`src/pixel_blend_unit_core_defines.svh`:
```
// ---------------------------------------------------------------------------
// pixel_blend_unit_core_defines
// Assertion macros used by the pixel blend unit core RTL.
// ---------------------------------------------------------------------------
`ifndef PIXEL_BLEND_UNIT_CORE_DEFINES_SVH
`define PIXEL_BLEND_UNIT_CORE_DEFINES_SVH

// same-cycle implication, clocked on clk, off during reset
`define PBU_ASSERT_IMP(label, ante, cons) \
  label: assert property (@(posedge clk) disable iff (!rst_n) (ante) |-> (cons)) \
    else $error("pixel blend unit check failed");

// next-cycle implication, clocked on clk, off during reset
`define PBU_ASSERT_NXT(label, ante, cons) \
  label: assert property (@(posedge clk) disable iff (!rst_n) (ante) |=> (cons)) \
    else $error("pixel blend unit check failed");

`endif

```
`src/pbu_pkg.sv`:
```
`timescale 1ns / 1ps
// ---------------------------------------------------------------------------
// pbu_pkg
// Types, codes and lane masks for the pixel blend unit pipeline.
// ---------------------------------------------------------------------------
package pbu_pkg;

  // operation codes on the request
  localparam logic [2:0] FUNC_COPY      = 3'd0;
  localparam logic [2:0] FUNC_FILL      = 3'd1;
  localparam logic [2:0] FUNC_BLEND_SRC = 3'd2;
  localparam logic [2:0] FUNC_BLEND_FG  = 3'd3;
  localparam logic [2:0] FUNC_ADD_SAT   = 3'd4;

  // pixel formats
  localparam logic [2:0] BPP_8     = 3'd1;
  localparam logic [2:0] BPP_565   = 3'd2;
  localparam logic [2:0] BPP_24    = 3'd3;
  localparam logic [2:0] BPP_32    = 3'd4;
  localparam logic [2:0] BPP_RESET = BPP_32;

  localparam logic [23:0] MASK_565_R = 24'h00F800;
  localparam logic [23:0] MASK_565_G = 24'h0007E0;
  localparam logic [23:0] MASK_565_B = 24'h00001F;
  localparam logic [23:0] MASK_PK_RB = 24'hFF00FF;
  localparam logic [23:0] MASK_PK_G  = 24'h00FF00;

  typedef struct packed {
    logic [2:0]  func;
    logic [31:0] dst_pixel;
    logic [31:0] src_pixel;
    logic [31:0] fg_color;
    logic [7:0]  weight_src;
    logic [7:0]  weight_dst;
    logic        end_of_run;
  } in_req_t;

  typedef struct packed {
    logic [31:0] out_pixel;
    logic        end_of_run_out;
  } out_rsp_t;

  // decoded operation carried down the pipe
  typedef enum logic [2:0] {
    OP_DST,
    OP_OTH,
    OP_BL565,
    OP_BLPK,
    OP_ADD565,
    OP_ADDB
  } op_t;

  typedef struct packed {
    op_t         op;
    logic [31:0] mask;
    logic [31:0] dst;
    logic [31:0] oth;
    logic [7:0]  ws;
    logic [7:0]  wd;
    logic        eor;
  } s1_t;

  typedef struct packed {
    op_t         op;
    logic [31:0] mask;
    logic [31:0] pd_a;
    logic [31:0] ps_a;
    logic [31:0] pd_b;
    logic [31:0] ps_b;
    logic [31:0] pd_c;
    logic [31:0] ps_c;
    logic [31:0] simple;
    logic        eor;
  } s2_t;

  typedef struct packed {
    logic [23:0] a;
    logic [23:0] b;
    logic [23:0] c;
  } lane_masks_t;

  function automatic lane_masks_t lane_masks(op_t op);
    lane_masks_t m;
    m = '0;
    case (op)
      OP_BL565: begin
        m.a = MASK_565_R;
        m.b = MASK_565_G;
        m.c = MASK_565_B;
      end
      OP_BLPK: begin
        m.a = MASK_PK_RB;
        m.b = MASK_PK_G;
      end
      default: m = '0;
    endcase
    return m;
  endfunction

endpackage

```
`src/pbu_decode.sv`:
```
`timescale 1ns / 1ps
// ---------------------------------------------------------------------------
// pbu_decode
// First stage: resolve operation and format into an op code and width mask.
// ---------------------------------------------------------------------------
module pbu_decode
  import pbu_pkg::*;
(
  input  logic       clk,
  input  logic       rst_n,
  input  logic [2:0] bpp,
  input  logic       in_valid,
  output logic       in_ready,
  input  in_req_t    in_req,
  output logic       out_valid,
  input  logic       out_ready,
  output s1_t        out_dat
);

  logic v_r;
  s1_t  dat_r;
  s1_t  dat_nxt;
  logic fmt_ok;
  logic wide;

  assign in_ready  = !v_r || out_ready;
  assign out_valid = v_r;
  assign out_dat   = dat_r;

  always_comb begin
    fmt_ok = bpp inside {[BPP_8:BPP_32]};
    wide   = (bpp == BPP_24) || (bpp == BPP_32);

    dat_nxt.dst = in_req.dst_pixel;
    dat_nxt.ws  = in_req.weight_src;
    dat_nxt.wd  = in_req.weight_dst;
    dat_nxt.eor = in_req.end_of_run;
    dat_nxt.oth = (in_req.func == FUNC_FILL || in_req.func == FUNC_BLEND_FG) ?
                  in_req.fg_color : in_req.src_pixel;

    case (bpp)
      BPP_8:   dat_nxt.mask = 32'h0000_00FF;
      BPP_565: dat_nxt.mask = 32'h0000_FFFF;
      BPP_24:  dat_nxt.mask = 32'h00FF_FFFF;
      default: dat_nxt.mask = 32'hFFFF_FFFF;
    endcase

    dat_nxt.op = OP_DST;
    if (fmt_ok) begin
      case (in_req.func)
        FUNC_COPY, FUNC_FILL: dat_nxt.op = OP_OTH;
        FUNC_BLEND_SRC, FUNC_BLEND_FG: begin
          if (bpp == BPP_565) dat_nxt.op = OP_BL565;
          else if (wide)      dat_nxt.op = OP_BLPK;
        end
        FUNC_ADD_SAT: begin
          if (bpp == BPP_565) dat_nxt.op = OP_ADD565;
          else if (wide)      dat_nxt.op = OP_ADDB;
        end
        default: dat_nxt.op = OP_DST;
      endcase
    end
  end

  always_ff @(posedge clk) begin
    if (!rst_n) begin
      v_r <= 1'b0;
    end else if (in_ready) begin
      v_r <= in_valid;
    end
  end

  always_ff @(posedge clk) begin
    if (in_ready && in_valid) begin
      dat_r <= dat_nxt;
    end
  end

endmodule

```
`src/pbu_mult.sv`:
```
`timescale 1ns / 1ps
// ---------------------------------------------------------------------------
// pbu_mult
// Second stage: weight products per channel group and saturating add.
// ---------------------------------------------------------------------------
module pbu_mult
  import pbu_pkg::*;
(
  input  logic clk,
  input  logic rst_n,
  input  logic in_valid,
  output logic in_ready,
  input  s1_t  in_dat,
  output logic out_valid,
  input  logic out_ready,
  output s2_t  out_dat
);

  logic        v_r;
  s2_t         dat_r;
  s2_t         dat_nxt;
  lane_masks_t lm;

  function automatic logic [31:0] mul_lane(logic [31:0] px, logic [23:0] m,
                                           logic [7:0] w);
    logic [31:0] a;
    a = {8'd0, px[23:0] & m};
    return a * {24'd0, w};
  endfunction

  function automatic logic [31:0] add_565(logic [31:0] d, logic [31:0] s);
    logic [5:0] b;
    logic [6:0] g;
    logic [5:0] r;
    b = {1'b0, d[4:0]} + {1'b0, s[4:0]};
    g = {1'b0, d[10:5]} + {1'b0, s[10:5]};
    r = {1'b0, d[15:11]} + {1'b0, s[15:11]};
    return {16'd0, (r[5] ? 5'h1F : r[4:0]), (g[6] ? 6'h3F : g[5:0]),
            (b[5] ? 5'h1F : b[4:0])};
  endfunction

  function automatic logic [31:0] add_bytes(logic [31:0] d, logic [31:0] s);
    logic [31:0] res;
    logic [8:0]  t;
    res = '0;
    for (int i = 0; i < 4; i++) begin
      t = {1'b0, d[8*i +: 8]} + {1'b0, s[8*i +: 8]};
      res[8*i +: 8] = t[8] ? 8'hFF : t[7:0];
    end
    return res;
  endfunction

  assign in_ready  = !v_r || out_ready;
  assign out_valid = v_r;
  assign out_dat   = dat_r;

  always_comb begin
    lm = lane_masks(in_dat.op);
    dat_nxt.op   = in_dat.op;
    dat_nxt.mask = in_dat.mask;
    dat_nxt.eor  = in_dat.eor;
    dat_nxt.pd_a = mul_lane(in_dat.dst, lm.a, in_dat.wd);
    dat_nxt.ps_a = mul_lane(in_dat.oth, lm.a, in_dat.ws);
    dat_nxt.pd_b = mul_lane(in_dat.dst, lm.b, in_dat.wd);
    dat_nxt.ps_b = mul_lane(in_dat.oth, lm.b, in_dat.ws);
    dat_nxt.pd_c = mul_lane(in_dat.dst, lm.c, in_dat.wd);
    dat_nxt.ps_c = mul_lane(in_dat.oth, lm.c, in_dat.ws);
    case (in_dat.op)
      OP_OTH:    dat_nxt.simple = in_dat.oth;
      OP_ADD565: dat_nxt.simple = add_565(in_dat.dst, in_dat.oth);
      // 24-bit drops the top byte through the format mask
      OP_ADDB:   dat_nxt.simple = add_bytes(in_dat.dst, in_dat.oth);
      default:   dat_nxt.simple = in_dat.dst;
    endcase
  end

  always_ff @(posedge clk) begin
    if (!rst_n) begin
      v_r <= 1'b0;
    end else if (in_ready) begin
      v_r <= in_valid;
    end
  end

  always_ff @(posedge clk) begin
    if (in_ready && in_valid) begin
      dat_r <= dat_nxt;
    end
  end

endmodule

```
`src/pbu_merge.sv`:
```
`timescale 1ns / 1ps
// ---------------------------------------------------------------------------
// pbu_merge
// Third stage: sum products, shift, mask channels and form the result.
// ---------------------------------------------------------------------------
module pbu_merge
  import pbu_pkg::*;
(
  input  logic     clk,
  input  logic     rst_n,
  input  logic     in_valid,
  output logic     in_ready,
  input  s2_t      in_dat,
  output logic     out_valid,
  input  logic     out_ready,
  output out_rsp_t out_rsp
);

  logic        v_r;
  out_rsp_t    dat_r;
  out_rsp_t    dat_nxt;
  lane_masks_t lm;
  logic [31:0] sum_a;
  logic [31:0] sum_b;
  logic [31:0] sum_c;
  logic [31:0] blend;

  assign in_ready  = !v_r || out_ready;
  assign out_valid = v_r;
  assign out_rsp   = dat_r;

  always_comb begin
    lm = lane_masks(in_dat.op);
    // sums wrap at 32 bits before the shift
    sum_a = in_dat.pd_a + in_dat.ps_a;
    sum_b = in_dat.pd_b + in_dat.ps_b;
    sum_c = in_dat.pd_c + in_dat.ps_c;
    blend = ((sum_a >> 8) & {8'd0, lm.a}) |
            ((sum_b >> 8) & {8'd0, lm.b}) |
            ((sum_c >> 8) & {8'd0, lm.c});
    if (in_dat.op == OP_BL565 || in_dat.op == OP_BLPK) begin
      dat_nxt.out_pixel = blend & in_dat.mask;
    end else begin
      dat_nxt.out_pixel = in_dat.simple & in_dat.mask;
    end
    dat_nxt.end_of_run_out = in_dat.eor;
  end

  always_ff @(posedge clk) begin
    if (!rst_n) begin
      v_r <= 1'b0;
    end else if (in_ready) begin
      v_r <= in_valid;
    end
  end

  always_ff @(posedge clk) begin
    if (in_ready && in_valid) begin
      dat_r <= dat_nxt;
    end
  end

endmodule

```
`src/pixel_blend_unit_core.sv`:
```
`timescale 1ns / 1ps
// ---------------------------------------------------------------------------
// pixel_blend_unit_core
// Per-pixel write-back: copy, fill, weighted blend and saturating add.
// ---------------------------------------------------------------------------
// Usage:
//   in_valid/in_ready carry one request: operation, destination, source,
//   foreground color, two weights and an end-of-run flag.
//   out_valid/out_ready carry one result pixel per request, in order.
//   cfg_we/cfg_wdata set the pixel format (bytes per pixel); write it only
//   while no request is in flight. Reset sets the format to 32-bit.
//   A request passes through the registered stages in order: decode, weight
//   multiply, then sum/shift/mask into the output register. Throughput is one
//   pixel per cycle while out_ready is high; each stage holds one pixel and
//   advances when the stage after it is empty or moving.
//   When the receiver stalls, the result holds in the output register and
//   up to two more requests are taken into the empty upstream stages
//   before in_ready drops. Reset empties all stages.
// ---------------------------------------------------------------------------
`include "pixel_blend_unit_core_defines.svh"

module pixel_blend_unit_core
  import pbu_pkg::*;
(
  input  logic       clk,
  input  logic       rst_n,
  input  logic       cfg_we,
  input  logic [2:0] cfg_wdata,
  input  logic       in_valid,
  output logic       in_ready,
  input  in_req_t    in_req,
  output logic       out_valid,
  input  logic       out_ready,
  output out_rsp_t   out_rsp
);

  logic [2:0] bpp_r;
  logic       s1_valid;
  logic       s1_ready;
  s1_t        s1_dat;
  logic       s2_valid;
  logic       s2_ready;
  s2_t        s2_dat;

  always_ff @(posedge clk) begin
    if (!rst_n) begin
      bpp_r <= BPP_RESET;
    end else if (cfg_we) begin
      bpp_r <= cfg_wdata;
    end
  end

  pbu_decode u_decode (
    .clk       (clk),
    .rst_n     (rst_n),
    .bpp       (bpp_r),
    .in_valid  (in_valid),
    .in_ready  (in_ready),
    .in_req    (in_req),
    .out_valid (s1_valid),
    .out_ready (s1_ready),
    .out_dat   (s1_dat)
  );

  pbu_mult u_mult (
    .clk       (clk),
    .rst_n     (rst_n),
    .in_valid  (s1_valid),
    .in_ready  (s1_ready),
    .in_dat    (s1_dat),
    .out_valid (s2_valid),
    .out_ready (s2_ready),
    .out_dat   (s2_dat)
  );

  pbu_merge u_merge (
    .clk       (clk),
    .rst_n     (rst_n),
    .in_valid  (s2_valid),
    .in_ready  (s2_ready),
    .in_dat    (s2_dat),
    .out_valid (out_valid),
    .out_ready (out_ready),
    .out_rsp   (out_rsp)
  );

  // full pipe with a stalled receiver must refuse new requests
  `PBU_ASSERT_IMP(a_full_blocks, s1_valid && s2_valid && out_valid && !out_ready, !in_ready)
  // an accepted request lands in the first stage
  `PBU_ASSERT_NXT(a_accept_lands, in_valid && in_ready, s1_valid)
  // a stalled middle stage keeps its pixel
  `PBU_ASSERT_NXT(a_mid_holds, s2_valid && !s2_ready, s2_valid && $stable(s2_dat))

endmodule
```
`config.mk`:
```
export PLATFORM = sky130hd
export DESIGN_NAME = pixel_blend_unit_core
export DESIGN_NICKNAME = d
export VERILOG_FILES = /design/src/pbu_pkg.sv /design/src/pbu_decode.sv /design/src/pbu_mult.sv /design/src/pbu_merge.sv /design/src/pixel_blend_unit_core.sv
export VERILOG_INCLUDE_DIRS = /design/src /design/src/src
export SDC_FILE = /design/constraint.sdc
export NUM_CORES = 2
export LEC_CHECK = 0
export ABC_AREA = 1
export BUFFER_PORTS_ARGS = -buffer_cell sky130_fd_sc_hd__buf_2
export CAP_MARGIN = 20
export CORE_ASPECT_RATIO = 1.2
export CORE_MARGIN = 1.5
export CORE_UTILIZATION = 70
export CTS_BUF_LIST = sky130_fd_sc_hd__clkbuf_8
export DETAILED_ROUTE_END_ITERATION = 6
export PLACE_DENSITY = 0.89
export SLEW_MARGIN = 20
export SYNTH_ARGS = -nofsm -noshare
export SYNTH_HDL_FRONTEND = slang
export SYNTH_SLANG_ARGS = --single-unit
```
`constraint.sdc`:
```
create_clock -name clk -period 11.2 [get_ports clk]
set_input_delay 0 -clock clk [delete_from_list [all_inputs] [get_ports clk]]
set_output_delay 0 -clock clk [all_outputs]
set_load 0.01 [all_outputs]
```
==> results.cfg <==
[sta]
finalSetupTns_ns = 0
slew_headroom_pct = 8.14
rsz0062_at_grt = false
fmax_mhz = 159
fin_ws_ns = 4.91
timing.final.crit_share_pct = 56.1
drv_slew = 0
hold_viol_final = 0
finClkSkew_ns = 0.0569
setup_viol = 0
worst_pin_slew_ns = 1.34
min_period_ns = 6.29

[clocking]
cts_sinks = 293
cts_root_buffer = clkbuf_8
clk_latency_ns = 0.69
clock_tree.buffer_depth = 3
cts_resized = 0
cts_tree = built
cts_buffers = 51
clk_transition_reported_paths_ns = 0.09
ctsHtreeMaxLevel = 2

[floorplan]
die_h_microns = 248
coreArea_sq_mm = 0.0493
rows = 89
pin_count = 159
start_util_pct = 71.2
die-area_sq_mm = 0.0515
dieWidth_microns = 207

[critical_path]
cp_max_fo = 30
crit_end = u_mult.out_dat[120]
crit_start = u_decode.out_dat[115]
reg2reg_setup_slack_ns = 4.91
worstPathRequired_ns = 11.61
start_kind = flip-flop
r2r-start = u_decode.out_dat[115]
arrival_ns = 6.70
path_class = flip-flop to flip-flop
rr_worst_depth = 18
endpoint_kind = flip-flop
r2r-end = u_mult.out_dat[120]

[place]
place_congestion = 1.01
dp_slack_ns = 5.29
post-dp-hpwl_mm = 81.7
numPortBuffers = 158

[route]
drt_iter0_drc = 3247
ant_nets = 0
routed_wl_mm = 112
vias = 31800
drc_errors = 51
wl_per_cell_microns = 21.3
first_pass_iters = 7
via_per_inst = 6.02

[synthesis]
syn_nets = 5176
yosysTopAreaCellShare_pct = 24.5
ys.flop_type = edfxtp_1
synth-seq-cells = 293
yosysWarnings = 0
synthArstFlopShare_pct = 0
yosys.cell_types.count = 45
syn_area_sq_mm = 0.0351
ys_top_cells_by_area = edfxtp_1 (25%), fa_1 (21%), ha_1 (13%), nand2_1 (9.6%), inv_1 (8.7%)
avgSynthCellArea_sq_um = 8.13
syn_inst = 4318
synth_top_cell_by_area = edfxtp_1
synth_edf_count = 287
yosysSeqAreaShare_pct = 24.9

[global_routing]
grt-ovfl-total = 0
grt_pass1_vias = 33200
grt_antenna_before_repair = 3
grt_pass1_wl_mm = 175
grt_usage_pct = 44.5
grt_start_max_net_pins = 88

[outcome]
status = finished, violations left
violations = design-rule violations

[worst_hold_path]
hold_path_class = input pin to flip-flop

[final_layout]
nFillCells = 3220
num-nets-final = 5452
layout-drive-gt1-share_pct = 7.98
final_common_cell = nand2_1
synthToLayoutAreaGrowth_pct = 10.7
mostFrequentLayoutCells = nand2_1 (893), inv_1 (820), nor2_1 (622)

[power]
p_per_area_mw_per_mm2 = 87.0
p_leak_nw = 19.9
ir_worst_vdd_uv = 108

[flow_run]
drv_cap = 0
==> cell type report <==
type	instances	area, sq um	area share [%]
Inverter	851	3200	8.23
Clock inverter	44	354	0.911
Timing Repair Buffer	299	2190	5.63
Antenna cell	2	5.00	0.0129
Clock buffer	51	702	1.81
Multi-Input combinational cell	3098	22900	58.9
Sequential cell	293	8740	22.5
Tap cell	637	797	2.05
==> cells in the mapped netlist (3+ instances only) <==
library cell	instances
clkinv_1	5
inv_1	813
buf_2	10
o21bai_1	22
o21a_1	9
nand4_1	41
fa_1	366
nor2_4	6
ha_1	368
nor3_1	34
a21o_1	12
o21ai_0	118
nor2_2	25
nand2_1	894
nor2_1	624
a31oi_1	11
buf_1	10
nor4_1	9
inv_2	33
o211ai_1	3
and2_1	3
a21oi_2	5
o21ai_2	7
nand3b_1	11
or2_2	9
mux2_2	32
clkbuf_1	55
a21oi_1	190
edfxtp_1	287
xor2_1	72
xnor2_1	39
o31ai_1	5
o21ai_1	6
nand3_1	164
dfxtp_1	6
==> worst max-delay path, stage by stage (launching register included) <==
cell and delay [ns]:
edfxtp_1 0.51, nor3_4 0.62, inv_2 0.59, nor2_2 0.46, nand2_1 0.13, fa_1 0.55
inv_1 0.06, fa_1 0.53, inv_1 0.06, fa_1 0.51, fa_1 0.55, inv_1 0.05
ha_1 0.35, nand2_1 0.11, a21oi_1 0.05, nor3b_1 0.20, nand3_1 0.21, a21oi_1 0.31
xor2_1 0.14
==> how the worst min path moves through the flow <==
stage	startpoint	to	slack, ns	cells past startpoint
final	in_req[97]	u_decode.out_dat[65]	0.03	2
after global routing	in_req[104]	u_decode.out_dat[72]	0.04	2
after CTS	in_req[84]	u_decode.out_dat[52]	0.007	2
after detailed placement	in_req[88]	u_decode.out_dat[56]	0.18	1
after global placement	in_req[95]	u_decode.out_dat[63]	0.18	1
after floorplan	in_req[0]	u_decode.out_dat[0]	0.1	0
==> cell families after synthesis <==
| logic type | Yosys count | share of synthesized area (%) |
|---|---|---|
| DFF | 293 | 24.9 |
| adders and majority gates | 734 | 34.0 |
| xor gates and xnor gates | 111 | 2.77 |
| muxes | 32 | 1.03 |
| buffers and inverters | 927 | 9.97 |
| AOI/OAI and AO/OA | 395 | 6.22 |
| and+or+nand+nor | 1826 | 21.2 |
==> layer usage <==
metal / routed length [microns] / global-route usage (%) / part of all wire [%] / up-vias
met4: 10700 / 35.0 / 9.5 / 4
li1: - / - / - / 14100
met3: 12600 / 11.9 / 11 / 683
met5: 24 / 0 / 0.021 / -
met1: 36900 / 48.1 / 33 / 14700
met2: 52200 / 74.9 / 46 / 2245
==> metrics by stage <==
stage | power (mW) | instance area, sq um | util (%) | hold WS, ns | instances
after global routing | 3.50 | 38900 | 78.8 | 0.0386 | 5274
after floorplan | 1.94 | 35100 | - | 0.0989 | 4318
final | 3.38 | 38900 | 78.8 | 0.0256 | 5275
after global placement | 2.18 | 36500 | 73.9 | 0.176 | 5044
after detailed placement | 2.22 | 36500 | 74.0 | 0.178 | 5045
after CTS | 3.30 | 38900 | 78.8 | 0.00698 | 5273
==> flip-flops by register name, indices dropped and copies added, names as in the netlist <==
name and cells:
u_mult.out_dat 167, u_decode.out_dat 87, u_merge.out_rsp 33, bpp_r 3
u_decode.out_valid 1, u_merge.out_valid 1, u_mult.out_valid 1
==> what timing repair did <==
item | 4_1_cts | 5_1_grt
buffers inserted | 0 | 0
hold endpoints to repair | 90 | 0
hold buffers | 133 | 0
==> power by group <==
group	internal, mW	total [mW]	switching [mW]
Sequential	1.29	1.37	0.0757
Combinational	0.330	0.935	0.605
Clock	0.550	1.08	0.531
(Power assumes the default switching activity.)
